`config.mk`:
```
export PLATFORM = sky130hd
export DESIGN_NAME = sbcc_fifo
export DESIGN_NICKNAME = d
export VERILOG_FILES = /design/src/rtl/core/sbcc_pkg.sv /design/src/rtl/core/sbcc_fifo.sv
export SDC_FILE = /design/constraint.sdc
export NUM_CORES = 1
export LEC_CHECK = 0
export ABC_AREA = 0
export BUFFER_PORTS_ARGS = -buffer_cell sky130_fd_sc_hd__buf_2
export CAP_MARGIN = 20
export CORE_MARGIN = 3
export CORE_UTILIZATION = 40
export CTS_CLUSTER_SIZE = 16
export DETAILED_ROUTE_END_ITERATION = 8
export PLACE_DENSITY_LB_ADDON = 0.3
export SLEW_MARGIN = 20
export SYNTH_ARGS = -nofsm -noshare
export SYNTH_HDL_FRONTEND = slang
export SYNTH_SLANG_ARGS = --single-unit
```
`constraint.sdc`:
```
create_clock -name clk -period 2.85 [get_ports clk]
set_clock_uncertainty 0.2 [all_clocks]
set_input_delay 0.1425 -clock clk [delete_from_list [all_inputs] [get_ports clk]]
set_output_delay 0.1425 -clock clk [all_outputs]
set_load 0.005 [all_outputs]
```
`src/rtl/core/sbcc_pkg.sv`:
```
// shared package for the segment/box clip collision checker
// queue depth and the queue status bundle; no dependencies
`default_nettype none
package sbcc_pkg;

  localparam int QDEPTH = 4;
  localparam int QPTR_BITS = $clog2(QDEPTH);
  localparam int QCNT_BITS = $clog2(QDEPTH + 1);

  typedef struct packed {
    logic full;
    logic empty;
  } q_stat_t;

endpackage
`default_nettype wire

```
`src/rtl/core/sbcc_fifo.sv`:
```
// short request queue between front and back end
// register array with read and write pointers; uses sbcc_pkg
`default_nettype none
module sbcc_fifo #(
  parameter int WIDTH = 8
) (
  input  wire logic             clk,
  input  wire logic             rst,
  input  wire logic             push,
  input  wire logic [WIDTH-1:0] wdata,
  input  wire logic             pop,
  output logic [WIDTH-1:0]      rdata,
  output sbcc_pkg::q_stat_t     q_stat
);
  import sbcc_pkg::*;

  logic [WIDTH-1:0] mem [QDEPTH];
  logic [QPTR_BITS-1:0] wptr, rptr;
  logic [QCNT_BITS-1:0] count;

  assign rdata        = mem[rptr];
  assign q_stat.full  = (count == QCNT_BITS'(QDEPTH));
  assign q_stat.empty = (count == '0);

  always_ff @(posedge clk) begin
    if (rst) begin
      wptr  <= '0;
      rptr  <= '0;
      count <= '0;
    end else begin
      if (push) wptr <= wptr + 1'b1;
      if (pop)  rptr <= rptr + 1'b1;
      if (push && !pop) count <= count + 1'b1;
      else if (pop && !push) count <= count - 1'b1;
    end
  end

  always_ff @(posedge clk) begin
    if (push) begin
      mem[wptr] <= wdata;
    end
  end

`ifndef NO_ASSERTIONS
  a_no_overflow: assert property (@(posedge clk) disable iff (rst)
    push |-> !q_stat.full) else $error("push into full queue");
  a_no_underflow: assert property (@(posedge clk) disable iff (rst)
    pop |-> !q_stat.empty) else $error("pop from empty queue");
  a_count_range: assert property (@(posedge clk) disable iff (rst)
    count <= QCNT_BITS'(QDEPTH)) else $error("queue count out of range");
`endif

endmodule
`default_nettype wire

```
### Word level (Yosys, flattened, before mapping)

Memory sizes are Yosys's and may differ from the RTL's. A register that Yosys moved wholly into a read port is not among the register bits.
Index checks and enable logic that the tools add are counted.

* register bits: 7
* RAM bits: 32
* bits of input ports: 12
* output and inout port bits: 10
* word-level logic and storage cells: 21
* memories: 1

* add/sub/neg operators: 4
* equality and inequality tests: 1
* mux-type cells: 6
* reductions and logical operators: 6

Memory list
* mem: words 4, bits a word 8, rd ports 1, clocked after memory_dff 1, write ports 1, line sbcc_fifo.sv:17 `logic [WIDTH-1:0] mem [QDEPTH];`

Operators by type and width (number)
* two-way mux 3 bit: 2
* adder 2 x 1 -> 2 bit, second input constant: 2
* two-way mux 2 bit: 2
* adder 3 x 1 -> 3 bit, second input constant: 1
* equality test 3 bit, second input constant: 1
* zero test 3 bit: 1
* subtractor 3 x 1 -> 3 bit, second input constant: 1
* logical AND 1 bit: 2
* zero test 1 bit: 2
* two-way mux 1 bit: 2
* nonzero test 2 bit: 1

### Depth between registers and ports, before layout

* depth in word-level cells: 4
* gate-level depth with buffers: 7
* gate-level depth less buffers: 7

### Worst setup path after synthesis

Ideal clock, no wire load.

* path type: flip-flop to flip-flop
* start point: register count[0]
* end point: register count[2]
* library setup time: 70 ps
* data arrival time: 1341 ps
* required time: 2580 ps
* path slack: 1239 ps
* cell stages (with the launch flop): 5
* path buffers: 0
* clock period less this slack: 1611 ps
* cell sequence: dfxtp_1 -> fa_1 -> xor2_1 -> or3_1 -> a21oi_1

* longest elaborated chain between the ends: 3
* elaborated cells on any way between the ends: 4
* those cells by class: add/sub: 2; mux: 2

Ends and longest elaborated chain
* from (decl): line sbcc_fifo.sv:19 `logic [QCNT_BITS-1:0] count;`
* from (signal assigned): line sbcc_fifo.sv:33 `if (push && !pop) count <= count + 1'b1;`
* from (signal assigned): line sbcc_fifo.sv:34 `else if (pop && !push) count <= count - 1'b1;`
* subtractor 3 x 1 -> 3 bit: line sbcc_fifo.sv:34
* two-way mux 3 bit: line sbcc_fifo.sv:34
* two-way mux 3 bit (*): line sbcc_fifo.sv:33

Mark *: on every way between the ends. The rest lies on a longest branch, timed or not. The select of a mux whose other input is x is not followed.
A chain may end at the register's enable or synchronous reset.

### Worst setup path in the final report

* start point: input port pop
* end point: register count[2]

* longest elaborated chain between the ends: 3
* elaborated cells on any way between the ends: 5
* those cells by class: mux: 1; reduce/logical: 4

Ends and longest elaborated chain
* from (decl): line sbcc_fifo.sv:11 `input wire logic pop,`
* zero test 1 bit: line sbcc_fifo.sv:33
* logical AND 1 bit: line sbcc_fifo.sv:33
* two-way mux 3 bit / nonzero test 2 bit (equally long branches)

Several ways; a longest one is shown, not always the timed one.

==> results.md <==
- Status: completed
- Clock Sinks: 41
- Crit path DAT: roughly 2.1 ns
- Layout cells sized above 1: 0.293
- Die footprint: about 0.0048 mm^2
- Root Buffer Master: clkbuf_8
- Synth Net Count: roughly 100
- Clock tree buffer depth: 2
- Routed wire length: between 2 and 3 mm
- Worst setup path start: pop
- CTS clk-pin slew, worst paths: about 0.07 ns
- Seq pwr share: 0.540
- Slew headroom: 0.651
- Vias: 803
- Leak: 0.723 nW
- CP max stage delay: 0.54 ns
- Measured slew at the worst slew-check pin: ~0.52 ns
- Switching Share: 0.203
- P_int: 1.05 mW
- Htree depth: 2
- Worst reg2reg setup slack: 1.17 ns
- CP endpoint: count[2]
- GRT overflow: 0
- Core Area: 0.00374 mm^2
- Commonest non-fill, non-tap cell in the layout: edfxtp_1
- Worst Hold Class: flop to flop
- Synth Cell Area: 0.00159 mm^2
- Starting Density: 0.424
- Diode count: 0
- Master of the slowest instance on the critical path: dlygate4sd3_1
- Setup violations, final: 0
- Final Cycle Share: 0.732
- First-pass GRT wire length: 4.00 mm
- Crit path max fanout: 3
- Synth unique cells: 20
- Layout Nets: 140
- Starting DRC count in detailed routing: 29
- Vias per inst: 4.70
- Clock share of power: 0.353
- Initial antenna violation count: 0
- Most used cell, CP: inv_1
- FP Rows: 22
- Post-route cell area: 0.00196 mm^2
- Syn_area_per_cell: approximately 18 um^2
- RSZ-0062 raised after global routing: false
- Drt drc: 0
- Worst r2r dst: count[2]
- NetSw: around 0.27 mW
- Synthesis warning total: 0
- Setup TNS: 0 ns
- Drt wl/cell: between 10 and 15 um
- PD cells: between 600 and 700 mW/mm^2
- Kind of critical path: primary input to flop
- Port-buffer cells: 21
- Worst EP required: between 2 and 3 ns
- Largest net degree at the start of global routing: 13
- Yosys reg bits: a little over 40
- Vias in the first global route: approximately 840
- Die X: 69.0 um
- Number of routed nets with antenna violations: 0
- Dpl cell area: approximately 0.0017 mm^2
- Fin. max-slew vios: 0
- Logic gate share of total power: 0.107
- Worst-case reg-to-reg path depth: 4
- IR drop worst, VDD: between 0.0003 and 0.0004 V
- Final number of hold-violating endpoints: 0
- CTS Buf Count: 5
- Register area share after synthesis: 0.719
- Clock latency on the worst-skew pair: 0.28 ns
- Setup bufs post-CTS: 0
- Die H: a little under 70 um
- Kind of end point of the critical path: flop
- CP startpoint kind: primary input
- All-Layer GR Usage: 0.127
- # IOs: 22
- R2R Path Start: count[0]
- Area grow syn2layout: 23.4%
- Max Clock Freq: roughly 0.48 GHz
- Most frequent cells in the layout: edfxtp_1 (32), buf_2 (21), dlygate4sd3_1 (11)
- CTS tree: done
- Filler cells: 326
- Min Tclk post-route: roughly 2.1 ns
- Max-capacitance violation count: 0
- Syn Inst Count: 86
- Crit path cell chain: dlygate4sd3_1 -> buf_2 -> inv_1 -> ha_1 -> inv_1 -> fa_1 -> xor2_1 -> or3_1 -> a21oi_1
- Final Wtd Congestion: about 0.7
- Pre-Repair DR Iteration Count: 4
worst min-delay path by stage:
stage,startpoint,endpoint,slack [ns],depth (start not counted)
global route,count[2],count[2],0.37,2
global placement,wdata[0],mem[1][0],0.15,1
CTS,count[2],count[2],0.33,2
floorplan,wdata[0],mem[0][0],0.04,0
finish,count[2],count[2],0.33,2
detailed placement,wdata[0],mem[2][0],0.17,1
cells by family (layout without fill, tap and decap cells):
family | count (synthesis) | in the layout | synth area share
xor+xnor | 5 | 5 | 0.0276
fa+ha+maj | 6 | 6 | 0.0521
flops | 41 | 41 | 0.719
simple gates | 15 | 15 | 0.0465
buf+inv | 7 | 44 | 0.0221
mux | 10 | 10 | 0.126
compound gates | 2 | 2 | 0.00630
critical path, delay by kind of cell:
family | cells | cell delay [ns]
buffers and inverters | 4 | 0.80
adder cells (fa/ha/maj) | 2 | 0.54
AND/OR/NAND/NOR | 1 | 0.31
XOR/XNOR | 1 | 0.17
AO/OA/AOI/OAI | 1 | 0.14
cell type report:
type	instances	area, um^2	share of cell area
clock buffer	7	86.3	0.0441
tap	48	60.1	0.0307
inverter	4	15.0	0.00767
multi-input combinational	38	410	0.210
clock inverter	1	30.0	0.0153
timing repair buffer	32	215	0.110
sequential	41	1140	0.583
Yosys cell counts:
cell      count  area share
nor2_1        7       0.017
a21oi_1       1      0.0032
nor3_1        1      0.0032
o21ai_0       1      0.0032
clkbuf_2      1      0.0032
dfxtp_1       9        0.11
buf_6         1      0.0071
mux2i_1       2       0.013
edfxtp_1     32        0.61
xnor2_1       2       0.011
and2_1        4       0.016
mux4_2        8        0.11
clkbuf_1      1      0.0024
xor2_1        3       0.017
nand2_1       1      0.0024
or3_1         1      0.0039
ha_1          5       0.039
nor3b_1       1      0.0047
inv_1         4      0.0095
fa_1          1       0.013
power groups by stage:
stage	logic (mW)	registers [mW]	clock network, mW
2_1_floorplan	0.0946	0.710	0
3_3_place_gp	0.128	0.723	0
3_5_place_dp	0.133	0.726	0
4_1_cts	0.144	0.712	0.476
5_1_grt	0.160	0.717	0.501
6_report	0.141	0.711	0.465
metrics by stage:
step | setup slack [ns] | hold WS, ns | total power [mW] | std cells | utilization
2_1_floorplan | 1.24 | 0.0414 | 0.804 | 86 | -
3_3_place_gp | 1.09 | 0.154 | 0.851 | 152 | 0.463
3_5_place_dp | 1.02 | 0.167 | 0.859 | 152 | 0.463
4_1_cts | 0.763 | 0.333 | 1.33 | 171 | 0.523
5_1_grt | 0.668 | 0.367 | 1.38 | 171 | 0.523
6_report | 0.764 | 0.332 | 1.32 | 171 | 0.523
registers in the layout (all words and copies together) (netlist names), named ones only:
name,flops
count,3
wptr,2
mem,32
rptr,2
per-layer routing:
| layer | track usage | routed length, um | part of all wire |
|---|---|---|---|
| met5 | 0 | 0 | 0 |
| met4 | 0.0657 | 49 | 0.020 |
| met3 | 0.0486 | 123 | 0.049 |
| met2 | 0.215 | 1310 | 0.52 |
| met1 | 0.138 | 1020 | 0.41 |
what timing repair did:
item / 4_1_cts / 5_1_grt
hold buffers: 11 / 0
endpoints found under the setup margin: 0 / 0
hold endpoints to repair: 41 / 0
resized for setup: 0 / 0
(Power assumes the default switching activity.)
