===== config.mk =====
export PLATFORM = sky130hd
export DESIGN_NAME = sbcc_front
export DESIGN_NICKNAME = d
export VERILOG_FILES = /design/src/rtl/core/sbcc_pkg.sv /design/src/rtl/core/sbcc_front.sv
export SDC_FILE = /design/constraint.sdc
export NUM_CORES = 1
export LEC_CHECK = 0
export ABC_AREA = 1
export BUFFER_PORTS_ARGS = -buffer_cell sky130_fd_sc_hd__buf_2
export CORE_UTILIZATION = 55
export CTS_CLUSTER_DIAMETER = 150
export DETAILED_ROUTE_END_ITERATION = 8
export PLACE_DENSITY = 0.81
export SLEW_MARGIN = 20
export SYNTH_ARGS = -nofsm -noshare
export SYNTH_HDL_FRONTEND = slang
export SYNTH_SLANG_ARGS = --single-unit

===== constraint.sdc =====
create_clock -name clk -period 15.65 [get_ports clk]
set_clock_uncertainty 0.1 [all_clocks]
set_input_delay 1.565 -clock clk [delete_from_list [all_inputs] [get_ports clk]]
set_output_delay 1.565 -clock clk [all_outputs]
set_load 0.005 [all_outputs]

===== src/rtl/core/sbcc_pkg.sv =====
// shared package for the segment/box clip collision checker
// queue depth and the queue status bundle; no dependencies
`default_nettype none
package sbcc_pkg;

  localparam int QDEPTH = 4;
  localparam int QPTR_BITS = $clog2(QDEPTH);
  localparam int QCNT_BITS = $clog2(QDEPTH + 1);

  typedef struct packed {
    logic full;
    logic empty;
  } q_stat_t;

endpackage
`default_nettype wire


===== src/rtl/core/sbcc_front.sv =====
// front end: takes a request, doubles coordinates, builds the box edges,
// runs the bounding-box overlap test and the magnitudes for the line test; uses sbcc_pkg
`default_nettype none
module sbcc_front #(
  parameter int COORD_BITS = 32,
  parameter int IN_BITS    = 288,
  parameter int ITEM_BITS  = 3 + 6 * (COORD_BITS + 1)
) (
  input  wire logic                 clk,
  input  wire logic                 rst,
  input  wire logic                 s_tvalid,
  output logic                      s_tready,
  input  wire logic [IN_BITS-1:0]   s_tdata,
  input  wire sbcc_pkg::q_stat_t    q_stat,
  output logic                      push,
  output logic [ITEM_BITS-1:0]      item
);
  import sbcc_pkg::*;

  localparam int C = COORD_BITS;
  localparam int M = C + 1;
  localparam int W = C + 3;

  logic signed [W-1:0] ax2, ay2, bx2, by2, cx2, cy2;
  logic signed [W-1:0] hw, hh;
  logic signed [W-1:0] xlo, xhi, ylo, yhi;
  logic signed [W-1:0] xmin, xmax, ymin, ymax;
  logic signed [W-1:0] dx, dy, ex, ey;
  logic [M-1:0] adx, ady, aex, aey;
  logic boxok, s1, s2;
  logic fr_valid;
  logic [ITEM_BITS-1:0] fr_item;

  always_comb begin
    ax2 = W'($signed(s_tdata[0*C +: C])) <<< 1;
    ay2 = W'($signed(s_tdata[1*C +: C])) <<< 1;
    bx2 = W'($signed(s_tdata[2*C +: C])) <<< 1;
    by2 = W'($signed(s_tdata[3*C +: C])) <<< 1;
    cx2 = W'($signed(s_tdata[4*C +: C])) <<< 1;
    cy2 = W'($signed(s_tdata[5*C +: C])) <<< 1;
    hw  = W'({1'b0, s_tdata[6*C +: C-1]})
        + (W'({1'b0, s_tdata[6*C + 2*(C-1) +: C-1]}) <<< 1);
    hh  = W'({1'b0, s_tdata[6*C + (C-1) +: C-1]})
        + (W'({1'b0, s_tdata[6*C + 2*(C-1) +: C-1]}) <<< 1);
    xlo = cx2 - hw;
    xhi = cx2 + hw;
    ylo = cy2 - hh;
    yhi = cy2 + hh;
    xmin = (ax2 < bx2) ? ax2 : bx2;
    xmax = (ax2 < bx2) ? bx2 : ax2;
    ymin = (ay2 < by2) ? ay2 : by2;
    ymax = (ay2 < by2) ? by2 : ay2;
    boxok = (xmin <= xhi) && (xmax >= xlo) && (ymin <= yhi) && (ymax >= ylo);
    dx = bx2 - ax2;
    dy = by2 - ay2;
    ex = cx2 - ax2;
    ey = cy2 - ay2;
    adx = dx[W-1] ? M'(-dx) : M'(dx);
    ady = dy[W-1] ? M'(-dy) : M'(dy);
    aex = ex[W-1] ? M'(-ex) : M'(ex);
    aey = ey[W-1] ? M'(-ey) : M'(ey);
    s1 = dx[W-1] ^ ey[W-1];
    s2 = dy[W-1] ^ ex[W-1];
  end

  assign push     = fr_valid && !q_stat.full;
  assign s_tready = !fr_valid || !q_stat.full;
  assign item     = fr_item;

  always_ff @(posedge clk) begin
    if (rst) begin
      fr_valid <= 1'b0;
    end else if (s_tready) begin
      fr_valid <= s_tvalid;
    end
  end

  always_ff @(posedge clk) begin
    if (s_tready && s_tvalid) begin
      fr_item <= {boxok, s1, s2, adx, ady, aex, aey, M'(hw), M'(hh)};
    end
  end

endmodule
`default_nettype wire


* Yosys cells after proc, flatten, opt, wreduce, memory -nomap -nowiden
Index checks and enable logic that the tools add are counted.
W data, S select, Z words.
** Storage, ports and cells
- Bits in registers :: 202
- Output and inout bits :: 203
** Cells by class
- $add $sub $neg :: 14
- Order comparisons :: 6
- Mux-type cells :: 8
- Bitwise logic cells :: 2
- Reduce and logical (&&, ||, !) cells :: 8
** Operator list (count)
- $mux W35 :: 4
- $sub A33 B33 Y34 :: 4
- $mux W33 :: 4
- $neg A33 Y33 :: 4
- $add A33 B34 Y35 :: 2
- $ge A35 B35 Y1 :: 2
- $le A35 B35 Y1 :: 2
- $sub A33 B34 Y35 :: 2
- $add A31 B32 Y33 :: 2
- $lt A33 B33 Y1 :: 2
- $logic_and A1 B1 Y1 :: 5
- $logic_not A1 Y1 :: 2
- $xor A1 B1 Y1 :: 2
- $logic_or A1 B1 Y1 :: 1

* Depth between registers and ports, before layout
- Depth after elaboration :: 6
- Depth in mapped cells :: 38
- Gate-level depth less buffers :: 37

* Worst setup path before layout
No wires, ideal clock.
- Path kind :: input to register
- Start point :: input s_tvalid
- End point :: register fr_item[0], in the netlist item[0] (enable)
- Arrival time :: 11.065 ns
- Required time :: 14.731 ns
- Path slack :: 3.666 ns
- Stages on the path :: 2
- Path buffers :: 0
- Cell sequence :: inv_1 > a21oi_1
** On the way
- Word-level cells in the longest chain between the ends :: 1
** RTL lines
- start: declaration :: RTL line sbcc_front.sv:11 : input wire logic s_tvalid,
- $logic_and A1 B1 Y1 :: RTL line sbcc_front.sv:79 : if (s_tready && s_tvalid) begin
- end signal: assignment :: RTL line sbcc_front.sv:80 : fr_item <= {boxok, s1, s2, adx, ady, aex, aey, M'(hw), M'(hh)};
- end: declaration :: RTL line sbcc_front.sv:32 : logic [ITEM_BITS-1:0] fr_item;
Every way passes these cells.
A chain may end at the register's enable or synchronous reset.

* Final worst setup path
- Start point :: input s_tdata[195]
- End point :: register fr_item[200], in the netlist item[200] (data pin)
** On the way
- Word-level cells in the longest chain between the ends :: 6
- Elaborated cells between the ends (all ways) :: 8
** RTL lines
- start: declaration :: RTL line sbcc_front.sv:13 : input wire logic [IN_BITS-1:0] s_tdata,
- $add A31 B32 Y33 (*) :: RTL line sbcc_front.sv:42 : + (W'({1'b0, s_tdata[6*C + 2*(C-1) +: C-1]}) <<< 1);
- named net hw[8] :: RTL line sbcc_front.sv:25 : logic signed [W-1:0] hw, hh;
- $add A33 B34 Y35 or $sub A33 B34 Y35 (tied branches) :: RTL line sbcc_front.sv:46, sbcc_front.sv:45
- $le A35 B35 Y1 or $ge A35 B35 Y1 (tied branches) :: RTL line sbcc_front.sv:53 : boxok = (xmin <= xhi) && (xmax >= xlo) && (ymin <= yhi) && (ymax >= ylo);
- $logic_and A1 B1 Y1 (*) (3 in series) :: RTL line sbcc_front.sv:53
- named net boxok :: RTL line sbcc_front.sv:30 : logic boxok, s1, s2;
The timed path passes the listed nets; every way through them passes the cells marked *.

==> results.toml <==
[global_routing]
initial_antenna_violation_count = 3
pin_count_of_the_biggest_net_entering_global_routing = 94
gr-usage-all-layers_pct = 39.8
wire_length_of_the_first_global_routing_pass_um = 200000
via_count_of_the_first_global_routing_pass = 35300
grt_overflow = 0

[timing]
final-setup-viol-count = 0
drv_slew = 0
finalCriticalPeriod_ps = 8220
rsz0062_at_grt = "false"
post_route_setup_tns_ps = 0
max_slew_headroom_pct = 32.6
fmaxAchievable_mhz = 122
max_slew.worst_pin.slew_ps = 1010
hold_violations = 0
period_share_pct = 52.5

[setup_path]
worstReg2RegStart = "fr_valid$_SDFFE_PP0N_"
path_max_fanout = 8
critPathLaunchType = "input port"
critPathLaunch = "s_tdata[195]"
worst_path_max_delay_cell = "a21oi_1"
worstPathArrival_ps = 8430
endpoint_kind = "register"
critical_path.max_stage_delay_ps = 610
timing.critical_path.required_ps = 15860
worstSetupPathType = "input port to register"

[routing]
avgRoutedWirePerCell_um = 19.0
drc_errors_left = 0
avgViaCountPerCell = 5.55
drtIter0Drc = 3823
vias = 39000
ant_nets = 0
finalWirelength_um = 134000
detailedRoute.firstPassIterationCount = 7

[clock_tree]
ctsLongestPathBuffers = 2
ctsHoldBuffers = 0
tritoncts = "done"
cts.repair_timing.setup_buffer_count = 0
cts_resized = 0
tritoncts_num_sinks = 198
worst_setup_hold_path_clk_slew_ps = 120
cts.htree.levels = 4
cts_buffer_count = 17
clock_tree.root_cell = "clkbuf_16"
clock_insertion_delay_worst_skew_ps = 520

[power]
vdd.ir_drop.worst_mv = 0.0854
internal-power_mw = 1.87
power.static_leakage_nw = 21.8
power.combinational.fraction_pct = 68.2
power_density_nw_per_um2 = 103
clockPowerShare_pct = 13.2
switching_power_mw = 2.14
register_share_of_total_power_pct = 18.6
power_switching_share_pct = 53.3

[place]
io_buffers = 487
globalplace.congestion = 1.06
placedInstanceArea_um2 = 38400
hpwl_um = 117000

[floorplanning]
design.core.area_um2 = 63300
top_level_ports = 496
fp.dieH_um = 255
number_of_placement_rows = 92
starting_density_of_the_core_pct = 55.8
floorplan.die_area_um2 = 65300
die-width_um = 255

[cells_and_area]
finalInstanceArea_um2 = 39000
final_nets = 6938
final_layout_size_suffix_gt1_share_pct = 9.88
nFillCells = 6323
synthToLayoutAreaGrowth_pct = 10.5

[synth]
ys_seq_area_share_pct = 16.8
synthesis.yosys.warnings = 0
synth.area.top_cells = "nand2_1 (19%), edfxtp_1 (17%), ha_1 (16%)"
synth_seq_cells = 198
post_synth_num_cell_types = 66
postSynthAreaPerCell_um2 = 6.14
post-synth-top-area-cell = "nand2_1"
ys_top_cells_by_count = "nand2_1 (1,767), inv_1 (985), nor2_1 (529)"
synth_ff_type = "edfxtp_1"
portion_of_synthesized_cell_area_occupied_by_the_leading_cell_type_pct = 18.8
synth_enable_flop_cells = 197
yosys.cell_count.top_type = "nand2_1"
synth.cell_area_um2 = 35300
post_synth_inst_count = 5754
async_s_r_ff_share_synth_pct = 0

[outcome]
status = "finished, final reports clean"

[min_path]
min_path_type = "register to register"
worst_hold_startpoint = "fr_valid$_SDFFE_PP0N_"

[job]
timing.max_cap.violations = 0
==> final timing paths <==
| path | slack (ps) | endpoint | cells past startpoint |
|---|---|---|---|
| worst max-delay path | 7430 | item[200]$_DFFE_PP_ | 31 |
| worst min-delay path | 430 | fr_valid$_SDFFE_PP0N_ | 2 |
| worst max register to register | 13120 | item[31]$_DFFE_PP_ | 3 |
| worst min register to register | 430 | fr_valid$_SDFFE_PP0N_ | 2 |
==> kinds of logic (layout without fill, tap and decap cells) <==
family / after synthesis / after routing / synth area share, %
AND/OR/NAND/NOR: 2917 / 2917 / 34.2
buffers and inverters: 1094 / 1523 / 12.2
AO/OA/AOI/OAI: 774 / 774 / 12.4
adder cells (fa/ha/maj): 472 / 472 / 16.9
XOR/XNOR: 298 / 298 / 7.45
flip-flops: 198 / 198 / 16.8
other: 1 / 5 / 0.0106
==> layer usage <==
| metal | up-vias | global-route usage [%] | part of all wire (%) |
|---|---|---|---|
| li1 | 19400 | - | - |
| met1 | 17600 | 52.0 | 42 |
| met2 | 1792 | 63.4 | 44 |
| met3 | 321 | 5.59 | 8.4 |
| met4 | 0 | 21.3 | 5.9 |
| met5 | - | 0 | 0 |
==> registers in the layout, summed over array words and instances (netlist names) <==
signal,cells
fr_valid,1
item,197
==> worst max-delay path: cells and delay by family <==
kind                       cells  cell delay [ps]
AOI/OAI and AO/OA              8             2530
xor gates and xnor gates       3              840
adders and majority gates      3             1210
buffers and inverters          2              420
and+or+nand+nor               15             1830
==> power by group through the flow <==
| stage | sequential, mW | combinational [mW] | clock, mW |
|---|---|---|---|
| floorplan | 0.773 | 1.86 | 0 |
| global route | 0.750 | 3.03 | 0.547 |
| finish | 0.744 | 2.74 | 0.529 |
| detailed placement | 0.756 | 2.66 | 0 |
| global placement | 0.754 | 2.62 | 0 |
| CTS | 0.745 | 2.67 | 0.535 |
==> cell usage in the layout (no fill, tap or decap), types with 22 or more instances in the layout <==
cell,synthesis,final
nand3_1,356,356
buf_2,24,487
xnor2_1,73,73
xor2_1,222,222
o21bai_1,25,25
o21ai_1,31,31
a21o_1,22,22
a21oi_1,382,381
nor3_1,76,76
o21a_1,23,23
o21ai_0,174,174
nor2_1,529,529
nand4_1,80,80
inv_1,985,984
edfxtp_1,197,197
nand3b_1,35,35
nand2_1,1767,1767
ha_1,462,462
a31oi_1,28,28
==> metrics by stage <==
step	util (%)	cells	worst slack, ps	total power, mW	hold WS [ps]
floorplan	-	5757	3670	2.64	384
global placement	60.6	7000	7130	3.37	404
detailed placement	60.6	7000	7090	3.41	410
CTS	61.6	7032	7650	3.95	425
global route	61.6	7032	7070	4.32	477
finish	61.6	7033	7430	4.01	429
==> area by class of cell <==
cell class | count | area, µm² | share of cell area (%)
multi-input combinational | 4465 | 25100 | 64.4
sequential | 198 | 5940 | 15.2
inverter | 993 | 3730 | 9.55
timing repair buffer | 498 | 2520 | 6.46
tap | 846 | 1060 | 2.71
clock buffer | 17 | 425 | 1.09
clock inverter | 15 | 240 | 0.616
antenna | 1 | 2.50 | 0.00641
Note: power is estimated with default switching activity, not from simulation.
